### config.mk
export PLATFORM = sky130hd
export DESIGN_NAME = cmv_queue
export DESIGN_NICKNAME = d
export VERILOG_FILES = /design/src/cmv_pkg.sv /design/src/cmv_queue.sv
export SDC_FILE = /design/constraint.sdc
export NUM_CORES = 1
export LEC_CHECK = 0
export ABC_AREA = 1
export BUFFER_PORTS_ARGS = -buffer_cell sky130_fd_sc_hd__buf_2
export CAP_MARGIN = 10
export CORE_UTILIZATION = 56
export DETAILED_ROUTE_END_ITERATION = 8
export GPL_ROUTABILITY_DRIVEN = 0
export HOLD_SLACK_MARGIN = 0.15
export PLACE_DENSITY = 0.78
export REMOVE_ABC_BUFFERS = 1
export SYNTH_ARGS = -nofsm -noshare
export SYNTH_HDL_FRONTEND = slang
export SYNTH_SLANG_ARGS = --single-unit
export TNS_END_PERCENT = 100
### constraint.sdc
create_clock -name clk -period 3.36 [get_ports clk]
set_input_delay 0.84 -clock clk [delete_from_list [all_inputs] [get_ports clk]]
set_output_delay 0.84 -clock clk [all_outputs]
set_load 0.005 [all_outputs]
### src/cmv_pkg.sv
// ----------------------------------------------------------------------------
// cmv_pkg
// shared types and constants of the complex matrix-vector mac
// ----------------------------------------------------------------------------
package cmv_pkg;

  localparam int MAX_COLS_DEFAULT = 256;
  localparam int MAX_ROWS_DEFAULT = 1024;

  localparam int PART_W     = 16;
  localparam int COL_W      = 8;
  localparam int ROW_W      = 10;
  localparam int ACC_W      = 48;
  localparam int PROD_W     = 2 * PART_W;
  localparam int VEC_W      = 2 * PART_W;
  localparam int VEC_DEPTH  = 256;
  localparam int ROW_LIMIT  = 1024;

  localparam int COLS_CFG_W = 9;
  localparam int ROWS_CFG_W = 11;
  localparam int CFG_DATA_W = 11;
  localparam int CFG_IDX_W  = 2;

  localparam logic [COLS_CFG_W-1:0] COLS_RESET = 9'd256;
  localparam logic [ROWS_CFG_W-1:0] ROWS_RESET = 11'd1024;

  localparam int QUEUE_DEPTH = 4;

  typedef enum logic [CFG_IDX_W-1:0] {
    CFG_COLS = 2'd0,
    CFG_ROWS = 2'd1
  } cmv_cfg_idx_t;

  typedef enum logic {
    OP_LOAD = 1'b0,
    OP_MAC  = 1'b1
  } cmv_op_t;

  typedef struct packed {
    cmv_op_t                  op;
    logic [COL_W-1:0]         col;
    logic signed [PART_W-1:0] re;
    logic signed [PART_W-1:0] im;
    logic                     last_col;
  } cmv_entry_t;

  typedef struct packed {
    logic       not_empty;
    logic       full;
    cmv_entry_t head;
  } cmv_qstat_t;

endpackage

### src/cmv_queue.sv
// ----------------------------------------------------------------------------
// cmv_queue
// short fifo of classified items between front and back
// ----------------------------------------------------------------------------
module cmv_queue import cmv_pkg::*; #(
  parameter int DEPTH = QUEUE_DEPTH
) (
  input  logic       clk,
  input  logic       rst,
  input  logic       push,
  input  cmv_entry_t push_entry,
  input  logic       pop,
  output cmv_qstat_t stat
);

  localparam int PTR_W = (DEPTH > 1) ? $clog2(DEPTH) : 1;
  localparam int CNT_W = $clog2(DEPTH + 1);

  cmv_entry_t       slots [DEPTH];
  logic [PTR_W-1:0] wr_ptr;
  logic [PTR_W-1:0] rd_ptr;
  logic [CNT_W-1:0] count;

  function automatic logic [PTR_W-1:0] bump(input logic [PTR_W-1:0] p);
    return (p == PTR_W'(DEPTH - 1)) ? '0 : p + 1'b1;
  endfunction

  always_ff @(posedge clk) begin
    if (rst) begin
      wr_ptr <= '0;
      rd_ptr <= '0;
      count  <= '0;
    end else begin
      if (push) begin
        wr_ptr <= bump(wr_ptr);
      end
      if (pop) begin
        rd_ptr <= bump(rd_ptr);
      end
      case ({push, pop})
        2'b10:   count <= count + 1'b1;
        2'b01:   count <= count - 1'b1;
        default: count <= count;
      endcase
    end
  end

  always_ff @(posedge clk) begin
    if (push) begin
      slots[wr_ptr] <= push_entry;
    end
  end

  assign stat.not_empty = (count != '0);
  assign stat.full      = (count == CNT_W'(DEPTH));
  assign stat.head      = slots[rd_ptr];

endmodule

==> impl_results.md <==
* CTS clk-pin slew, worst paths at 60 ps
* Synth warnings at 0
* Post-CTS setup buffers at 0
* Ports at 90
* HP Start: count[2]
* DRC Markers at 14
* Final nets at 614
* Post-Place Worst Slack at 890.2 ps
* Final cell count without fillers at 718
* Worst Path Arrival at 2110 ps
* Drt total wl at 13460 microns
* Port buffer count at 89
* Fmax at 339.0 MHz
* Final setup viols at 0
* Worst R2R Start: wr_ptr[0]
* CTS tree: done
* Initial Util at 58.31%
* Critical path class: reg -> out
* Synth area leader: edfxtp_1
* Hold Crit Endpoint: count[2]
* First-pass DRT Iterations at 7
* RSZ-0062 raised after global routing: no
* Post-DP HPWL at 8017 microns
* CTS Sinks at 177
* Hold path depth at 2
* Area Overhead vs Synth at 16.83%
* Overflow after GRT at 0
* CP endpoint kind: output pin
* Final Max Slew Viols at 0
* Post-route setup slack at 410.3 ps
* Min Tclk post-route at 2950 ps
* Initial antenna violation count at 1
* Num CTS Buffers at 17
* Via/cell ratio at 5.692
* Peak VDD IR at 0.3331 mV
* H-tree lvl count at 4
* Clk Latency, worst-skew pair at 430 ps
* Synthesized cell area at 0.006771 sq mm
* Mean Syn Cell Area at 14.50 sq um
* Status: complete, but fails checks
* Total core area at 0.01161 sq mm
* FF-to-FF setup slack at 1640 ps
* Cts hold-fix bufs at 0
* Synth cell types at 22
* Post-synthesis cell count at 467
* Die W at 112.0 microns
* Die footprint at 0.01254 sq mm
* Cell area after layout at 0.007911 sq mm
* Placed Area at 0.007346 sq mm
* Yosys top cell area share at 74.50%
* Worst R2R End: slots[1][30]
* Number of global-route vias before repair at 4010
* Sequential share of the synthesized area at 77.16%
* Crit path launch type: flop
* Root buffer cell: clkbuf_16
* First-pass GRT wire length at 20780 microns
* Slew @ Worst Pin at 804.8 ps
* Total number of vias at 4087
* Yosys reg bits at 177
* Post-CTS Resized at 0
* Layout cells sized above 1 at 27.35%
* Crit path largest cell delay at 620 ps
* Worst R2R Path Depth at 4
* Clock buffer depth at 2
* Period utilisation layout at 87.79%
* Worst-path cell chain: buf_4, o21ai_0, o22ai_1, buf_2
* DP Cell Count at 685
* Number of DRC markers in iteration 0 at 334
* Clock Skew at 3.250 ps
* Tot GR Track Use at 22.73%
* TNS Setup at 0 ps
* Failing checks: design-rule violations
* Die height at 112.0 microns
* Largest net degree at the start of global routing at 85
* Rows at 39
* CP Data Required Time at 2520 ps
* Most area-consuming cells after synthesis: edfxtp_1, nor2_1, o21ai_0
* Hold Path Class: reg -> reg
* Max-slew headroom at 46.35%
* WL/cell at 18.75 microns
* Critical path peak fanout at 84
* Leak at 2.862 nW
* Antenna Nets Post-Route at 0
* Critical-path top delay cell: buf_4
* Power Dens Cells at 618.2 mW/mm^2
* Final Hold Fails at 0
* Max Cap Viol at 0
-- power breakdown --
group	switching (W)	internal, W
Combinational	0.000294	0.000175
Sequential	0.0000403	0.00253
Clock	0.000738	0.00111
Total	0.00107	0.00382
-- synthesized netlist by cell type --
cell / number
a21oi_1: 2
buf_2: 5
buf_6: 7
buf_8: 1
clkbuf_1: 13
dfxtp_1: 9
edfxtp_1: 168
fa_1: 1
ha_1: 6
inv_1: 12
inv_2: 3
nand2_1: 11
nand4_1: 1
nor2_1: 85
nor2_2: 10
nor3_1: 2
o21ai_0: 61
o21ai_1: 26
o22ai_1: 32
o22ai_2: 10
xnor2_1: 1
xor2_1: 1
-- layout by cell type, fill, tap and decap left out, types with 11 or more instances in the layout --
master     instances
o22ai_1           32
nand2_1           11
o21ai_0           61
o21ai_1           26
clkbuf_16         17
edfxtp_1         168
buf_2             89
nor2_1            85
-- layer usage --
layer	GRT usage, %	wire length, microns	vias up
met5	0	13	-
met4	9.956	248	2
met3	6.532	847	27
met2	36.36	6697	123
met1	29.22	5652	2010
li1	-	-	1925
-- critical path: cells and delay by family, from the launching register on --
kind,cells,cell delay (ps)
buffers and inverters,2,780
flip-flops,1,330
AO/OA/AOI/OAI,2,560
-- layout make-up --
class | count | area, sq um
flip-flops and latches | 177 | 5228
clock buffers | 26 | 509.2
fillers | 782 | 3702
inverters | 15 | 56.30
diodes | 1 | 2.502
clock inverters | 6 | 53.80
multi-input cells | 249 | 1323
repair buffers | 101 | 560.5
well taps | 143 | 178.9
-- cell families after synthesis --
logic type | after synthesis | share of synthesized area [%]
AOI/OAI and AO/OA | 131 | 11.38
buffers and inverters | 41 | 3.307
DFF | 177 | 77.16
xor gates and xnor gates | 2 | 0.2587
adders and majority gates | 7 | 1.404
and+or+nand+nor | 109 | 6.486
-- per-stage QoR --
stage / utilization [%] / hold slack (ps) / total power, W
2_1_floorplan: - / 467.6 / 0.002852
3_3_place_gp: 63.25 / 488.2 / 0.003063
3_5_place_dp: 63.25 / 510.6 / 0.003088
4_1_cts: 68.10 / 518.0 / 0.004920
5_1_grt: 68.10 / 541.7 / 0.005065
6_report: 68.12 / 526.4 / 0.004891
-- worst max-delay path by stage --
stage / start / end / slack (ps) / cells after the start
2_1_floorplan: flop / stat[20] / -320 / 3
4_1_cts: flop / stat[29] / 400 / 4
6_report: flop / stat[29] / 410 / 4
3_3_place_gp: flop / stat[13] / 960 / 4
5_1_grt: flop / stat[29] / 300 / 4
3_5_place_dp: flop / stat[18] / 890 / 4
-- registers in the layout, indices dropped and copies added, names as in the netlist, named ones only --
register,flops
slots,168
count,3
rd_ptr,2
wr_ptr,2
Note: power is estimated with default switching activity, not from simulation.
