**config.mk**
```make
export PLATFORM = sky130hd
export DESIGN_NAME = cmv_front_flat
export DESIGN_NICKNAME = d
export VERILOG_FILES = /design/src/cmv_pkg.sv /design/src/cmv_if.sv /design/src/cmv_front.sv /design/src/flat_wrapper.sv
export SDC_FILE = /design/constraint.sdc
export NUM_CORES = 1
export LEC_CHECK = 0
export ABC_AREA = 1
export BUFFER_PORTS_ARGS = -buffer_cell sky130_fd_sc_hd__buf_2
export CORE_ASPECT_RATIO = 0.7
export CORE_MARGIN = 3
export CORE_UTILIZATION = 42
export CTS_BUF_LIST = sky130_fd_sc_hd__clkbuf_8 sky130_fd_sc_hd__clkbuf_16
export CTS_CLUSTER_DIAMETER = 80
export CTS_CLUSTER_SIZE = 16
export DETAILED_ROUTE_END_ITERATION = 7
export HOLD_SLACK_MARGIN = 0.12
export PLACE_DENSITY = 0.91
export SLEW_MARGIN = 10
export SYNTH_ARGS = -nofsm -noshare
export SYNTH_HDL_FRONTEND = slang
export SYNTH_SLANG_ARGS = --single-unit
```
**constraint.sdc**
```tcl
create_clock -name clk -period 2 [get_ports clk]
set_input_delay 0 -clock clk [delete_from_list [all_inputs] [get_ports clk]]
set_output_delay 0 -clock clk [all_outputs]
set_load 0.01 [all_outputs]
```
**src/cmv_pkg.sv**
```systemverilog
// ----------------------------------------------------------------------------
// cmv_pkg
// shared types and constants of the complex matrix-vector mac
// ----------------------------------------------------------------------------
package cmv_pkg;

  localparam int MAX_COLS_DEFAULT = 256;
  localparam int MAX_ROWS_DEFAULT = 1024;

  localparam int PART_W     = 16;
  localparam int COL_W      = 8;
  localparam int ROW_W      = 10;
  localparam int ACC_W      = 48;
  localparam int PROD_W     = 2 * PART_W;
  localparam int VEC_W      = 2 * PART_W;
  localparam int VEC_DEPTH  = 256;
  localparam int ROW_LIMIT  = 1024;

  localparam int COLS_CFG_W = 9;
  localparam int ROWS_CFG_W = 11;
  localparam int CFG_DATA_W = 11;
  localparam int CFG_IDX_W  = 2;

  localparam logic [COLS_CFG_W-1:0] COLS_RESET = 9'd256;
  localparam logic [ROWS_CFG_W-1:0] ROWS_RESET = 11'd1024;

  localparam int QUEUE_DEPTH = 4;

  typedef enum logic [CFG_IDX_W-1:0] {
    CFG_COLS = 2'd0,
    CFG_ROWS = 2'd1
  } cmv_cfg_idx_t;

  typedef enum logic {
    OP_LOAD = 1'b0,
    OP_MAC  = 1'b1
  } cmv_op_t;

  typedef struct packed {
    cmv_op_t                  op;
    logic [COL_W-1:0]         col;
    logic signed [PART_W-1:0] re;
    logic signed [PART_W-1:0] im;
    logic                     last_col;
  } cmv_entry_t;

  typedef struct packed {
    logic       not_empty;
    logic       full;
    cmv_entry_t head;
  } cmv_qstat_t;

endpackage

```
**src/cmv_if.sv**
```systemverilog
// ----------------------------------------------------------------------------
// cmv_item_if / cmv_result_if
// valid/ready channels for input items and finished rows
// ----------------------------------------------------------------------------
interface cmv_item_if import cmv_pkg::*; ();
  logic                     valid;
  logic                     ready;
  logic                     operation;
  logic [COL_W-1:0]         col_index;
  logic signed [PART_W-1:0] value_re;
  logic signed [PART_W-1:0] value_im;

  modport source (output valid, operation, col_index, value_re, value_im, input ready);
  modport sink   (input valid, operation, col_index, value_re, value_im, output ready);
endinterface


```
**src/cmv_front.sv**
```systemverilog
// ----------------------------------------------------------------------------
// cmv_front
// configuration registers, item intake and last-column classification
// ----------------------------------------------------------------------------
module cmv_front import cmv_pkg::*; #(
  parameter int MAX_COLS = MAX_COLS_DEFAULT,
  parameter int MAX_ROWS = MAX_ROWS_DEFAULT
) (
  input  logic                  clk,
  input  logic                  rst,
  input  logic                  cfg_we,
  input  logic [CFG_IDX_W-1:0]  cfg_index,
  input  logic [CFG_DATA_W-1:0] cfg_data,
  cmv_item_if.sink              items,
  input  logic                  queue_full,
  output logic                  push,
  output cmv_entry_t            push_entry,
  output logic [ROW_W-1:0]      rows_last
);

  localparam int COL_LIM = (MAX_COLS < VEC_DEPTH) ? MAX_COLS : VEC_DEPTH;
  localparam int ROW_LIM = (MAX_ROWS < ROW_LIMIT) ? MAX_ROWS : ROW_LIMIT;

  logic [COLS_CFG_W-1:0] cols_in_use;
  logic [ROWS_CFG_W-1:0] rows_in_use;
  logic [COL_W-1:0]      cols_last;

  always_ff @(posedge clk) begin
    if (rst) begin
      cols_in_use <= COLS_RESET;
      rows_in_use <= ROWS_RESET;
    end else if (cfg_we) begin
      unique case (cfg_index)
        CFG_COLS: cols_in_use <= cfg_data[COLS_CFG_W-1:0];
        CFG_ROWS: rows_in_use <= cfg_data[ROWS_CFG_W-1:0];
        default:  ;
      endcase
    end
  end

  // clamp counts to 1..limit, kept as index of last column / row
  always_comb begin
    if (cols_in_use == '0) begin
      cols_last = '0;
    end else if (cols_in_use > COLS_CFG_W'(COL_LIM)) begin
      cols_last = COL_W'(COL_LIM - 1);
    end else begin
      cols_last = COL_W'(cols_in_use - 1'b1);
    end
    if (rows_in_use == '0) begin
      rows_last = '0;
    end else if (rows_in_use > ROWS_CFG_W'(ROW_LIM)) begin
      rows_last = ROW_W'(ROW_LIM - 1);
    end else begin
      rows_last = ROW_W'(rows_in_use - 1'b1);
    end
  end

  assign items.ready = !queue_full;
  assign push        = items.valid && !queue_full;

  always_comb begin
    push_entry.op       = cmv_op_t'(items.operation);
    push_entry.col      = items.col_index;
    push_entry.re       = items.value_re;
    push_entry.im       = items.value_im;
    push_entry.last_col = (push_entry.op == OP_MAC) && (items.col_index == cols_last);
  end

endmodule

```
**src/flat_wrapper.sv**
```systemverilog
// flat-port wrapper written by rule: the top's interface ports become plain ports
module cmv_front_flat import cmv_pkg::*;
#(
  parameter int MAX_COLS = MAX_COLS_DEFAULT,
  parameter int MAX_ROWS = MAX_ROWS_DEFAULT
)
  (clk, rst, cfg_we, cfg_index, cfg_data, queue_full, push, push_entry, rows_last, items_valid, items_operation, items_col_index, items_value_re, items_value_im, items_ready);
  cmv_item_if items_i ();
  input  logic clk;
  input  logic rst;
  input  logic cfg_we;
  input  logic [CFG_IDX_W-1:0] cfg_index;
  input  logic [CFG_DATA_W-1:0] cfg_data;
  input  logic queue_full;
  output logic push;
  output cmv_entry_t push_entry;
  output logic [ROW_W-1:0] rows_last;
  input wire logic [$bits(items_i.valid)-1:0] items_valid;
  input wire logic [$bits(items_i.operation)-1:0] items_operation;
  input wire logic [$bits(items_i.col_index)-1:0] items_col_index;
  input wire logic [$bits(items_i.value_re)-1:0] items_value_re;
  input wire logic [$bits(items_i.value_im)-1:0] items_value_im;
  output wire logic [$bits(items_i.ready)-1:0] items_ready;
  assign items_i.valid = items_valid;
  assign items_i.operation = items_operation;
  assign items_i.col_index = items_col_index;
  assign items_i.value_re = items_value_re;
  assign items_i.value_im = items_value_im;
  assign items_ready = items_i.ready;
  cmv_front #(.MAX_COLS(MAX_COLS), .MAX_ROWS(MAX_ROWS)) u_core (.clk(clk), .rst(rst), .cfg_we(cfg_we), .cfg_index(cfg_index), .cfg_data(cfg_data), .items(items_i), .queue_full(queue_full), .push(push), .push_entry(push_entry), .rows_last(rows_last));
endmodule
```
==> results of run 1 <==
synth_stat cells (all sizes together):
cell    count
buf        41
nand4       4
clkbuf      4
a21oi      20
nor2       35
nand3      16
a31oi       3
ha          2
nand2      50
xor2        4
o21bai      1
o21ai      20
nor4        1
xnor2       3
inv        30
o211ai      2
dfxtp      20
or2         1
worst max-delay path by stage:
| stage | startpoint | end | slack (ps) | cells past startpoint |
|---|---|---|---|---|
| after detailed placement | u_core.cols_in_use[0] | push_entry[0] | 250 | 11 |
| after floorplan | u_core.cols_in_use[0] | push_entry[0] | 470 | 10 |
| final | u_core.rows_in_use[0] | rows_last[9] | 90 | 10 |
| after global routing | u_core.cols_in_use[6] | push_entry[0] | -40 | 12 |
| after CTS | u_core.cols_in_use[0] | push_entry[0] | 20 | 11 |
| after global placement | u_core.cols_in_use[0] | push_entry[0] | 270 | 11 |
final cells by class:
cell class / count / area (µm²)
Inverter: 30 / 113
Multi-Input combinational cell: 163 / 877
Sequential cell: 20 / 400
Clock buffer: 3 / 41.3
Timing Repair Buffer: 99 / 736
Fill cell: 302 / 1440
Tap cell: 50 / 62.6
metrics by stage:
stage                     hold slack (ps)  instances
after floorplan                      43.5        257
after global placement             0.0686        310
after detailed placement           0.0686        310
after CTS                             135        358
after global routing                  171        365
final                                 142        365
cell families after synthesis:
family | share of synthesized area
xor gates and xnor gates | 0.0368
adders and majority gates | 0.0150
buffers and inverters | 0.262
AOI/OAI and AO/OA | 0.152
DFF | 0.241
and+or+nand+nor | 0.294
metal layers:
layer | vias up | track usage | routed length, µm
li1 | 900 | - | -
met1 | 817 | 0.209 | 1780
met2 | 95 | 0.296 | 2370
met3 | 18 | 0.0413 | 350
met4 | 0 | 0.0554 | 157
met5 | - | 0 | 0
critical path, cell delays in order (launching register included):
cell and delay [ps]:
sky130_fd_sc_hd__dfxtp_1 330, sky130_fd_sc_hd__inv_1 150, sky130_fd_sc_hd__ha_4 190, sky130_fd_sc_hd__nand4_1 180, sky130_fd_sc_hd__nor2_1 190, sky130_fd_sc_hd__a21oi_1 120, sky130_fd_sc_hd__inv_2 140, sky130_fd_sc_hd__nand2_1 60
sky130_fd_sc_hd__o21bai_1 110, sky130_fd_sc_hd__inv_1 40, sky130_fd_sc_hd__buf_2 130
what timing repair did:
item,in CTS,in global routing
gates cloned,0,1
hold buffers,45,0
buffers inserted,0,6
resized for setup,1,9
endpoints found under the setup margin,1,8
pin swaps,0,6
endpoints found under the hold margin,52,0
sequential cells by signal, indices dropped and copies added, names as in the netlist:
| name | flops |
|---|---|
| u_core.rows_in_use | 11 |
| u_core.cols_in_use | 9 |
power by group through the flow:
stage	clock network (W)	logic, W	registers [W]
after floorplan	0	0.000352	0.000444
after global placement	0	0.000377	0.000448
after detailed placement	0	0.000386	0.000449
after CTS	0.000266	0.000479	0.000440
after global routing	0.000275	0.000586	0.000446
final	0.000260	0.000533	0.000444
==> reports/results.ini, run 1 <==
[finish]
finalNetCount=378
mostFrequentLayoutCell=sky130_fd_sc_hd__buf_2
utilization=0.607
post-route-cell-area_um2=2230
num_antenna_cells=0
post_route_cells_drive_above_1_share=0.244
commonest_cells_after_routing_fill_and_taps_aside=sky130_fd_sc_hd__buf_2 (48), sky130_fd_sc_hd__nand2_1 (45), sky130_fd_sc_hd__dlygate4sd3_1 (45)
layout-area-overhead-vs-synth_pct=34.0

[synth]
synthesis.instances=257
syn_nets=318
synth.ff_latch_count=20
synth_area_leaders=sky130_fd_sc_hd__dfxtp_1 (24%), sky130_fd_sc_hd__buf_4 (18%), sky130_fd_sc_hd__nand2_1 (10%)
synth_warnings=0
synth_top_area_cell=sky130_fd_sc_hd__dfxtp_1
synth_top_area_frac=0.241
seq_area_frac_synth=0.241
syn-mean-instance-area_um2=6.48
synth.distinct_cells=24
cell_area_after_synthesis_um2=1660

[sta]
timing.setup.tns_ps=0
final_min_period_over_clock_period=0.954
max-slew-margin-rel=0.666
setup_viol=0
fmaxAchievable_ghz=0.524
worst_pin_slew_ps=497
clock_skew_ps=0
maxSlewViolCount=0
finalHoldViolations=0
postLayoutSetupSlackWorst_ps=92.0
finalWorstPathRequiredPeriod_ps=1910

[critical_path]
reg2regPathDepth=3
worstSetupEndpointType=output pin
data_arrival_time_of_the_critical_path_ps=1910
timing.critical_path.from_type=flop
worstSetupPathType=flop to output pin
r2r-end=u_core.rows_in_use[10]
timing.critical_path.required_ps=2000
r2r_setup_slack_ps=720
worstReg2RegStart=u_core.rows_in_use[10]
timing.critical_path.fanout_max=8

[power_and_ir_drop]
total_switching_power_w=0.000447
cellInternalPower_w=0.000790
switching_share=0.361
combinational_group_share_of_total_power=0.431
power_w=0.00124
cellPowerDensity_nw_per_um2=555
p_leak_nw=1.07
power_frac_clock=0.211
power_frac_seq=0.359
vdd.ir_drop.worst_uv=363

[place]
dp.final_hpwl_um=2810
post_detailed_placement_cell_area_um2=1640
numPortBuffers=48
post-place-ws_ps=254
gp_congestion=0.827

[routing]
via_count=1830
residual_antenna_violating_net_count_after_detailed_routing=0
first_iteration_detailed_routing_drc_count=142
routedWlPerCell_um=12.8
remaining_drc_errors=0
routed_via_density=5.01
drt_pass1_iterations=4
drt_wl_total_um=4660

[clock_tree]
ctsHtreeMaxLevel=1
cts.root.buffer_cell=sky130_fd_sc_hd__clkbuf_8
tritoncts=yes
clkSlewWorstSetupHoldPaths_ps=70
clock_latency_on_the_worst_skew_pair_ps=260
max-clock-path-buffers=2
tritoncts_num_sinks=20
numCtsBuffers=3

[status]
run_status=completed

[job]
maxCapViolCount=0

[global_route]
grt_pass1_wl_um=6530
grt_pass1_vias=1557
globalRouteOverflowTotal=0
grt_max_degree=21
number_of_antenna_violations_at_the_first_check_in_global_routing=0
gr-usage-all-layers=0.171

[min_path]
whs_path_depth=4
timing.hold.worst_endpoint=u_core.rows_in_use[6]
hold_start=cfg_index[1]
worst_hold_path_type=input port to flop

[floorplan]
floorplan.initialDensity=0.453
floorplan.die_area_um2=4770
total_i_o_pin_count=113
placeableCoreArea_um2=3670
row_count=18
die-height_um=58.7
fp.dieW_um=81.2

(Power assumes the default switching activity.)
==> run 2: changes to the inputs <==
Settings changed: PLACE_DENSITY 0.91 to 0.83.
==> run 2 against run 1 <==
Compared with the run above:
- combinational power down 4%
- critical endpoint unchanged
- fmax up 4.2%
- non-clock buffer count down 2
- largest cell class unchanged
- cell area down 0.11%
- routed wire length down 10%
- setup slack better by 78 ps
- critical path type unchanged
==> reports/results.ini, run 2 (synthesis results as in run 1) <==
[status]
run_status=completed

[critical_path]
timing.critical_path.fanout_max=8
timing.critical_path.required_ps=2000
worstSetupPathType=flop to output pin
data_arrival_time_of_the_critical_path_ps=1830
worstSetupEndpointType=output pin
timing.critical_path.from_type=flop

[finish]
finalNetCount=376
num_antenna_cells=0
max_flop_register=u_core.rows_in_use
filler_cell_count=328
layout-area-overhead-vs-synth_pct=33.8
top_regs=u_core.rows_in_use (11), u_core.cols_in_use (9)
mostFrequentLayoutCell=sky130_fd_sc_hd__buf_2
commonest_cells_after_routing_fill_and_taps_aside=sky130_fd_sc_hd__buf_2 (48), sky130_fd_sc_hd__nand2_1 (45), sky130_fd_sc_hd__dlygate4sd3_1 (45)
largest_register_ffs=11
post-route-cell-area_um2=2230
post_route_cells_drive_above_1_share=0.248

[sta]
clock_skew_ps=0
final_min_period_over_clock_period=0.915
finalWorstPathRequiredPeriod_ps=1830
fmaxAchievable_ghz=0.546
maxSlewViolCount=0
whs_ps=150
worst_pin_slew_ps=441
max-slew-margin-rel=0.705
setup_viol=0
finalHoldViolations=0

[power_and_ir_drop]
cellPowerDensity_nw_per_um2=568
power_frac_seq=0.350
p_leak_nw=1.06
vdd.ir_drop.worst_uv=357
switching_share=0.347
power_frac_clock=0.244
cellInternalPower_w=0.000825
total_switching_power_w=0.000439
combinational_group_share_of_total_power=0.406

[routing]
drt_pass1_iterations=4
routed_via_density=4.85
residual_antenna_violating_net_count_after_detailed_routing=0
via_count=1765
routedWlPerCell_um=11.5
first_iteration_detailed_routing_drc_count=95
remaining_drc_errors=0
drt_wl_total_um=4180

[floorplan]
total_i_o_pin_count=113
floorplan.initialDensity=0.453
floorplan.die_area_um2=4770
row_count=18
die-height_um=58.7
placeableCoreArea_um2=3670
fp.dieW_um=81.2

[clock_tree]
clkSlewWorstSetupHoldPaths_ps=70
cts.root.buffer_cell=sky130_fd_sc_hd__clkbuf_8
tritoncts=yes
max-clock-path-buffers=2
numCtsBuffers=3
clock_latency_on_the_worst_skew_pair_ps=260
ctsHtreeMaxLevel=1
tritoncts_num_sinks=20

[global_route]
number_of_antenna_violations_at_the_first_check_in_global_routing=0
gr-usage-all-layers=0.167
grt_pass1_wl_um=6470
grt_pass1_vias=1555
grt_max_degree=21
globalRouteOverflowTotal=0

[min_path]
worst_hold_path_type=input port to flop

[job]
maxCapViolCount=0

[place]
gp_congestion=0.804
post_detailed_placement_cell_area_um2=1650
dp.final_hpwl_um=2750
numPortBuffers=48

[run 2: path summary, 6_finish.rpt]
kind | start | endpoint | slack, ps | depth (start not counted)
worst max-delay path | u_core.rows_in_use[1] | rows_last[9] | 170 | 10
worst min-delay path | cfg_index[1] | u_core.rows_in_use[6] | 150 | 4
worst max register to register | u_core.rows_in_use[10] | u_core.rows_in_use[10] | 700 | 3
worst min register to register | u_core.cols_in_use[1] | u_core.cols_in_use[1] | 500 | 2
[run 2: cell type report]
cell class | count | area [µm²] | area share
multi-input cells | 163 | 876 | 0.393
well taps | 50 | 62.6 | 0.0281
inverters | 30 | 113 | 0.0506
flip-flops and latches | 20 | 400 | 0.180
repair buffers | 97 | 721 | 0.324
clock buffers | 4 | 55.1 | 0.0247
[run 2: critical path: stages, from the launching register on]
cell	delay, ps
sky130_fd_sc_hd__dfxtp_1	310
sky130_fd_sc_hd__inv_1	110
sky130_fd_sc_hd__ha_4	180
sky130_fd_sc_hd__nand4_1	190
sky130_fd_sc_hd__nor2_2	210
sky130_fd_sc_hd__a21oi_2	80
sky130_fd_sc_hd__inv_2	130
sky130_fd_sc_hd__nand2_1	70
sky130_fd_sc_hd__o21bai_1	120
sky130_fd_sc_hd__inv_1	40
sky130_fd_sc_hd__buf_2	130
[run 2: metal layers]
| metal | global-route usage | wire [µm] | vias to the layer above |
|---|---|---|---|
| li1 | - | - | 893 |
| met5 | 0 | 0 | - |
| met4 | 0.0482 | 67 | 0 |
| met2 | 0.268 | 1990 | 82 |
| met1 | 0.223 | 1810 | 779 |
| met3 | 0.0428 | 316 | 11 |
[run 2: power groups by stage]
stage / logic, W / registers, W / clock network, W
final: 0.000514 / 0.000442 / 0.000308
after global routing: 0.000575 / 0.000445 / 0.000338
after CTS: 0.000478 / 0.000440 / 0.000317
after detailed placement: 0.000385 / 0.000449 / 0
after global placement: 0.000377 / 0.000449 / 0
after floorplan: 0.000352 / 0.000444 / 0
[run 2: timing repair]
| action | 4_1_cts | 5_1_grt |
|---|---|---|
| hold buffers | 45 | 0 |
| endpoints found under the hold margin | 52 | 0 |
| setup buffers | 0 | 3 |
| resized for setup | 1 | 10 |
| endpoints found under the setup margin | 1 | 9 |
| pin swaps | 1 | 3 |
| cloned | 0 | 1 |
[run 2: per-stage QoR]
| stage | cells | util | setup TNS, ps | power [W] | setup WS [ps] |
|---|---|---|---|---|---|
| CTS | 360 | 0.588 | 0 | 0.00123 | 12.9 |
| finish | 364 | 0.607 | 0 | 0.00126 | 170 |
| global route | 364 | 0.607 | -60.0 | 0.00136 | -60.0 |
| detailed placement | 311 | 0.450 | 0 | 0.000834 | 223 |
| global placement | 311 | 0.450 | 0 | 0.000826 | 313 |
| floorplan | 257 | - | 0 | 0.000796 | 468 |
==> run 3: changes to the inputs <==
Settings changed: MAX_ROUTING_LAYER set to met4.
==> run 3 against run 2 <==
Compared with the run above:
- clock-buffer cell count is the same
- register-to-register slack is essentially flat
- critical path depth is the same
- cell area is the same
- critical path type unchanged
- largest cell class unchanged
- largest power group unchanged
==> reports/results.ini, run 3 (synthesis results as in run 1) <==
[clock_tree]
tritoncts=yes
max-clock-path-buffers=2
ctsHtreeMaxLevel=1
clock_latency_on_the_worst_skew_pair_ps=260
cts.root.buffer_cell=sky130_fd_sc_hd__clkbuf_8
numCtsBuffers=3
clkSlewWorstSetupHoldPaths_ps=70
tritoncts_num_sinks=20

[min_path]
worst_hold_path_type=input port to flop

[floorplan]
floorplan.die_area_um2=4770
row_count=18
total_i_o_pin_count=113
die-height_um=58.7
placeableCoreArea_um2=3670
fp.dieW_um=81.2
floorplan.initialDensity=0.453

[critical_path]
critical-path-top-delay-family=simple AND/OR/NAND/NOR gates
timing.critical_path.from_type=flop
cpPeakStageDelay_ps=310
buffers_inverters_on_critical_path=4
critical_path.most_common_cell=sky130_fd_sc_hd__inv_1
cp_cell_sequence=inv_1 -> ha_4 -> nand4_1 -> nor2_2 -> a21oi_2 -> inv_2 -> nand2_1 -> o21bai_1 -> inv_1 -> buf_2
timing.critical_path.required_ps=2000
cpMaxStageDelayCell=sky130_fd_sc_hd__dfxtp_1
timing.critical_path.fanout_max=8
worstSetupEndpointType=output pin
data_arrival_time_of_the_critical_path_ps=1830
worstSetupPathType=flop to output pin

[routing]
routed_via_density=4.82
via_count=1755
routedWlPerCell_um=11.5
first_iteration_detailed_routing_drc_count=93
remaining_drc_errors=0
drt_wl_total_um=4190
drt_pass1_iterations=4
residual_antenna_violating_net_count_after_detailed_routing=0

[finish]
multi_input_area_um2=876
largest_register_ffs=11
max_flop_register=u_core.rows_in_use
seq_area_um2=400
filler_cell_count=328
post_route_cells_drive_above_1_share=0.248
mostFrequentLayoutCell=sky130_fd_sc_hd__buf_2
layoutNonFillerInstCount=364
finalNetCount=376
layout-area-overhead-vs-synth_pct=33.8
num_antenna_cells=0
commonest_cells_after_routing_fill_and_taps_aside=sky130_fd_sc_hd__buf_2 (48), sky130_fd_sc_hd__nand2_1 (45), sky130_fd_sc_hd__dlygate4sd3_1 (45)
top_regs=u_core.rows_in_use (11), u_core.cols_in_use (9)

[sta]
finalHoldViolations=0
clock_skew_ps=0
maxSlewViolCount=0
max-slew-margin-rel=0.705
final_min_period_over_clock_period=0.914
finalWorstPathRequiredPeriod_ps=1830
setup_viol=0
whs_ps=150
worst_pin_slew_ps=442
fmaxAchievable_ghz=0.547

[global_route]
gr-usage-all-layers=0.173
grt_max_degree=21
number_of_antenna_violations_at_the_first_check_in_global_routing=0
grt_pass1_wl_um=6490
globalRouteOverflowTotal=0
grt_pass1_vias=1551

[job]
maxCapViolCount=0

[power_and_ir_drop]
total_switching_power_w=0.000439
power_frac_seq=0.350
power_frac_clock=0.244
switching_share=0.347
p_leak_nw=1.06
cellInternalPower_w=0.000826
combinational_group_share_of_total_power=0.407
vdd.ir_drop.worst_uv=357
power_w=0.00126
cellPowerDensity_nw_per_um2=568

[place]
dpl.cell_count=311
numPortBuffers=48
dp.final_hpwl_um=2750
gp_congestion=0.815

[status]
run_status=completed

## run 3: final timing paths
kind | startpoint | end | slack [ps] | cells after the start
max | u_core.rows_in_use[1] | rows_last[9] | 170 | 10
min | cfg_index[1] | u_core.rows_in_use[6] | 150 | 4
max reg2reg | u_core.rows_in_use[10] | u_core.rows_in_use[10] | 700 | 3
min reg2reg | u_core.cols_in_use[1] | u_core.cols_in_use[1] | 500 | 2
## run 3: worst register-to-register path, cell delays in order, from the launching register on
cell,delay [ps]
sky130_fd_sc_hd__dfxtp_1,410
sky130_fd_sc_hd__inv_1,100
sky130_fd_sc_hd__o211ai_1,180
sky130_fd_sc_hd__dlygate4sd3_1,560
## run 3: stage by stage
stage	setup slack [ps]	util	area (µm²)	TNS, ps
6_report	172	0.607	2230	0
5_1_grt	-60.0	0.607	2230	-60.0
4_1_cts	12.9	0.588	2160	0
3_5_place_dp	223	0.450	1650	0
3_3_place_gp	313	0.450	1650	0
2_1_floorplan	468	-	1660	0
## run 3: what timing repair did
item                                    in CTS  in global routing
buffers inserted                             0                  3
cloned                                       0                  1
endpoints found under the setup margin       1                  9
hold buffers                                45                  0
pin swaps                                    1                  3
resized for setup                            1                 10
endpoints found under the hold margin       52                  0
## run 3: cell type report
type                            count  share of cell area
Sequential cell                    20               0.180
Clock buffer                        4              0.0247
Multi-Input combinational cell    163               0.393
Inverter                           30              0.0506
Tap cell                           50              0.0281
Timing Repair Buffer               97               0.324
## run 3: per-layer routing
metal  GRT usage  up-vias  wire length, µm  share of wire
li1            -      893                -              -
met1       0.225      789             1860           0.44
met2       0.270       66             2010           0.48
met3      0.0428        7              267          0.064
met4      0.0434        0               45          0.011
met5           -        -                0              0
## run 3: power by group through the flow
stage               combinational, W  sequential [W]  clock [W]
floorplan                   0.000352        0.000444          0
global placement            0.000377        0.000449          0
detailed placement          0.000385        0.000449          0
CTS                         0.000478        0.000440   0.000317
global route                0.000575        0.000445   0.000338
finish                      0.000514        0.000442   0.000308
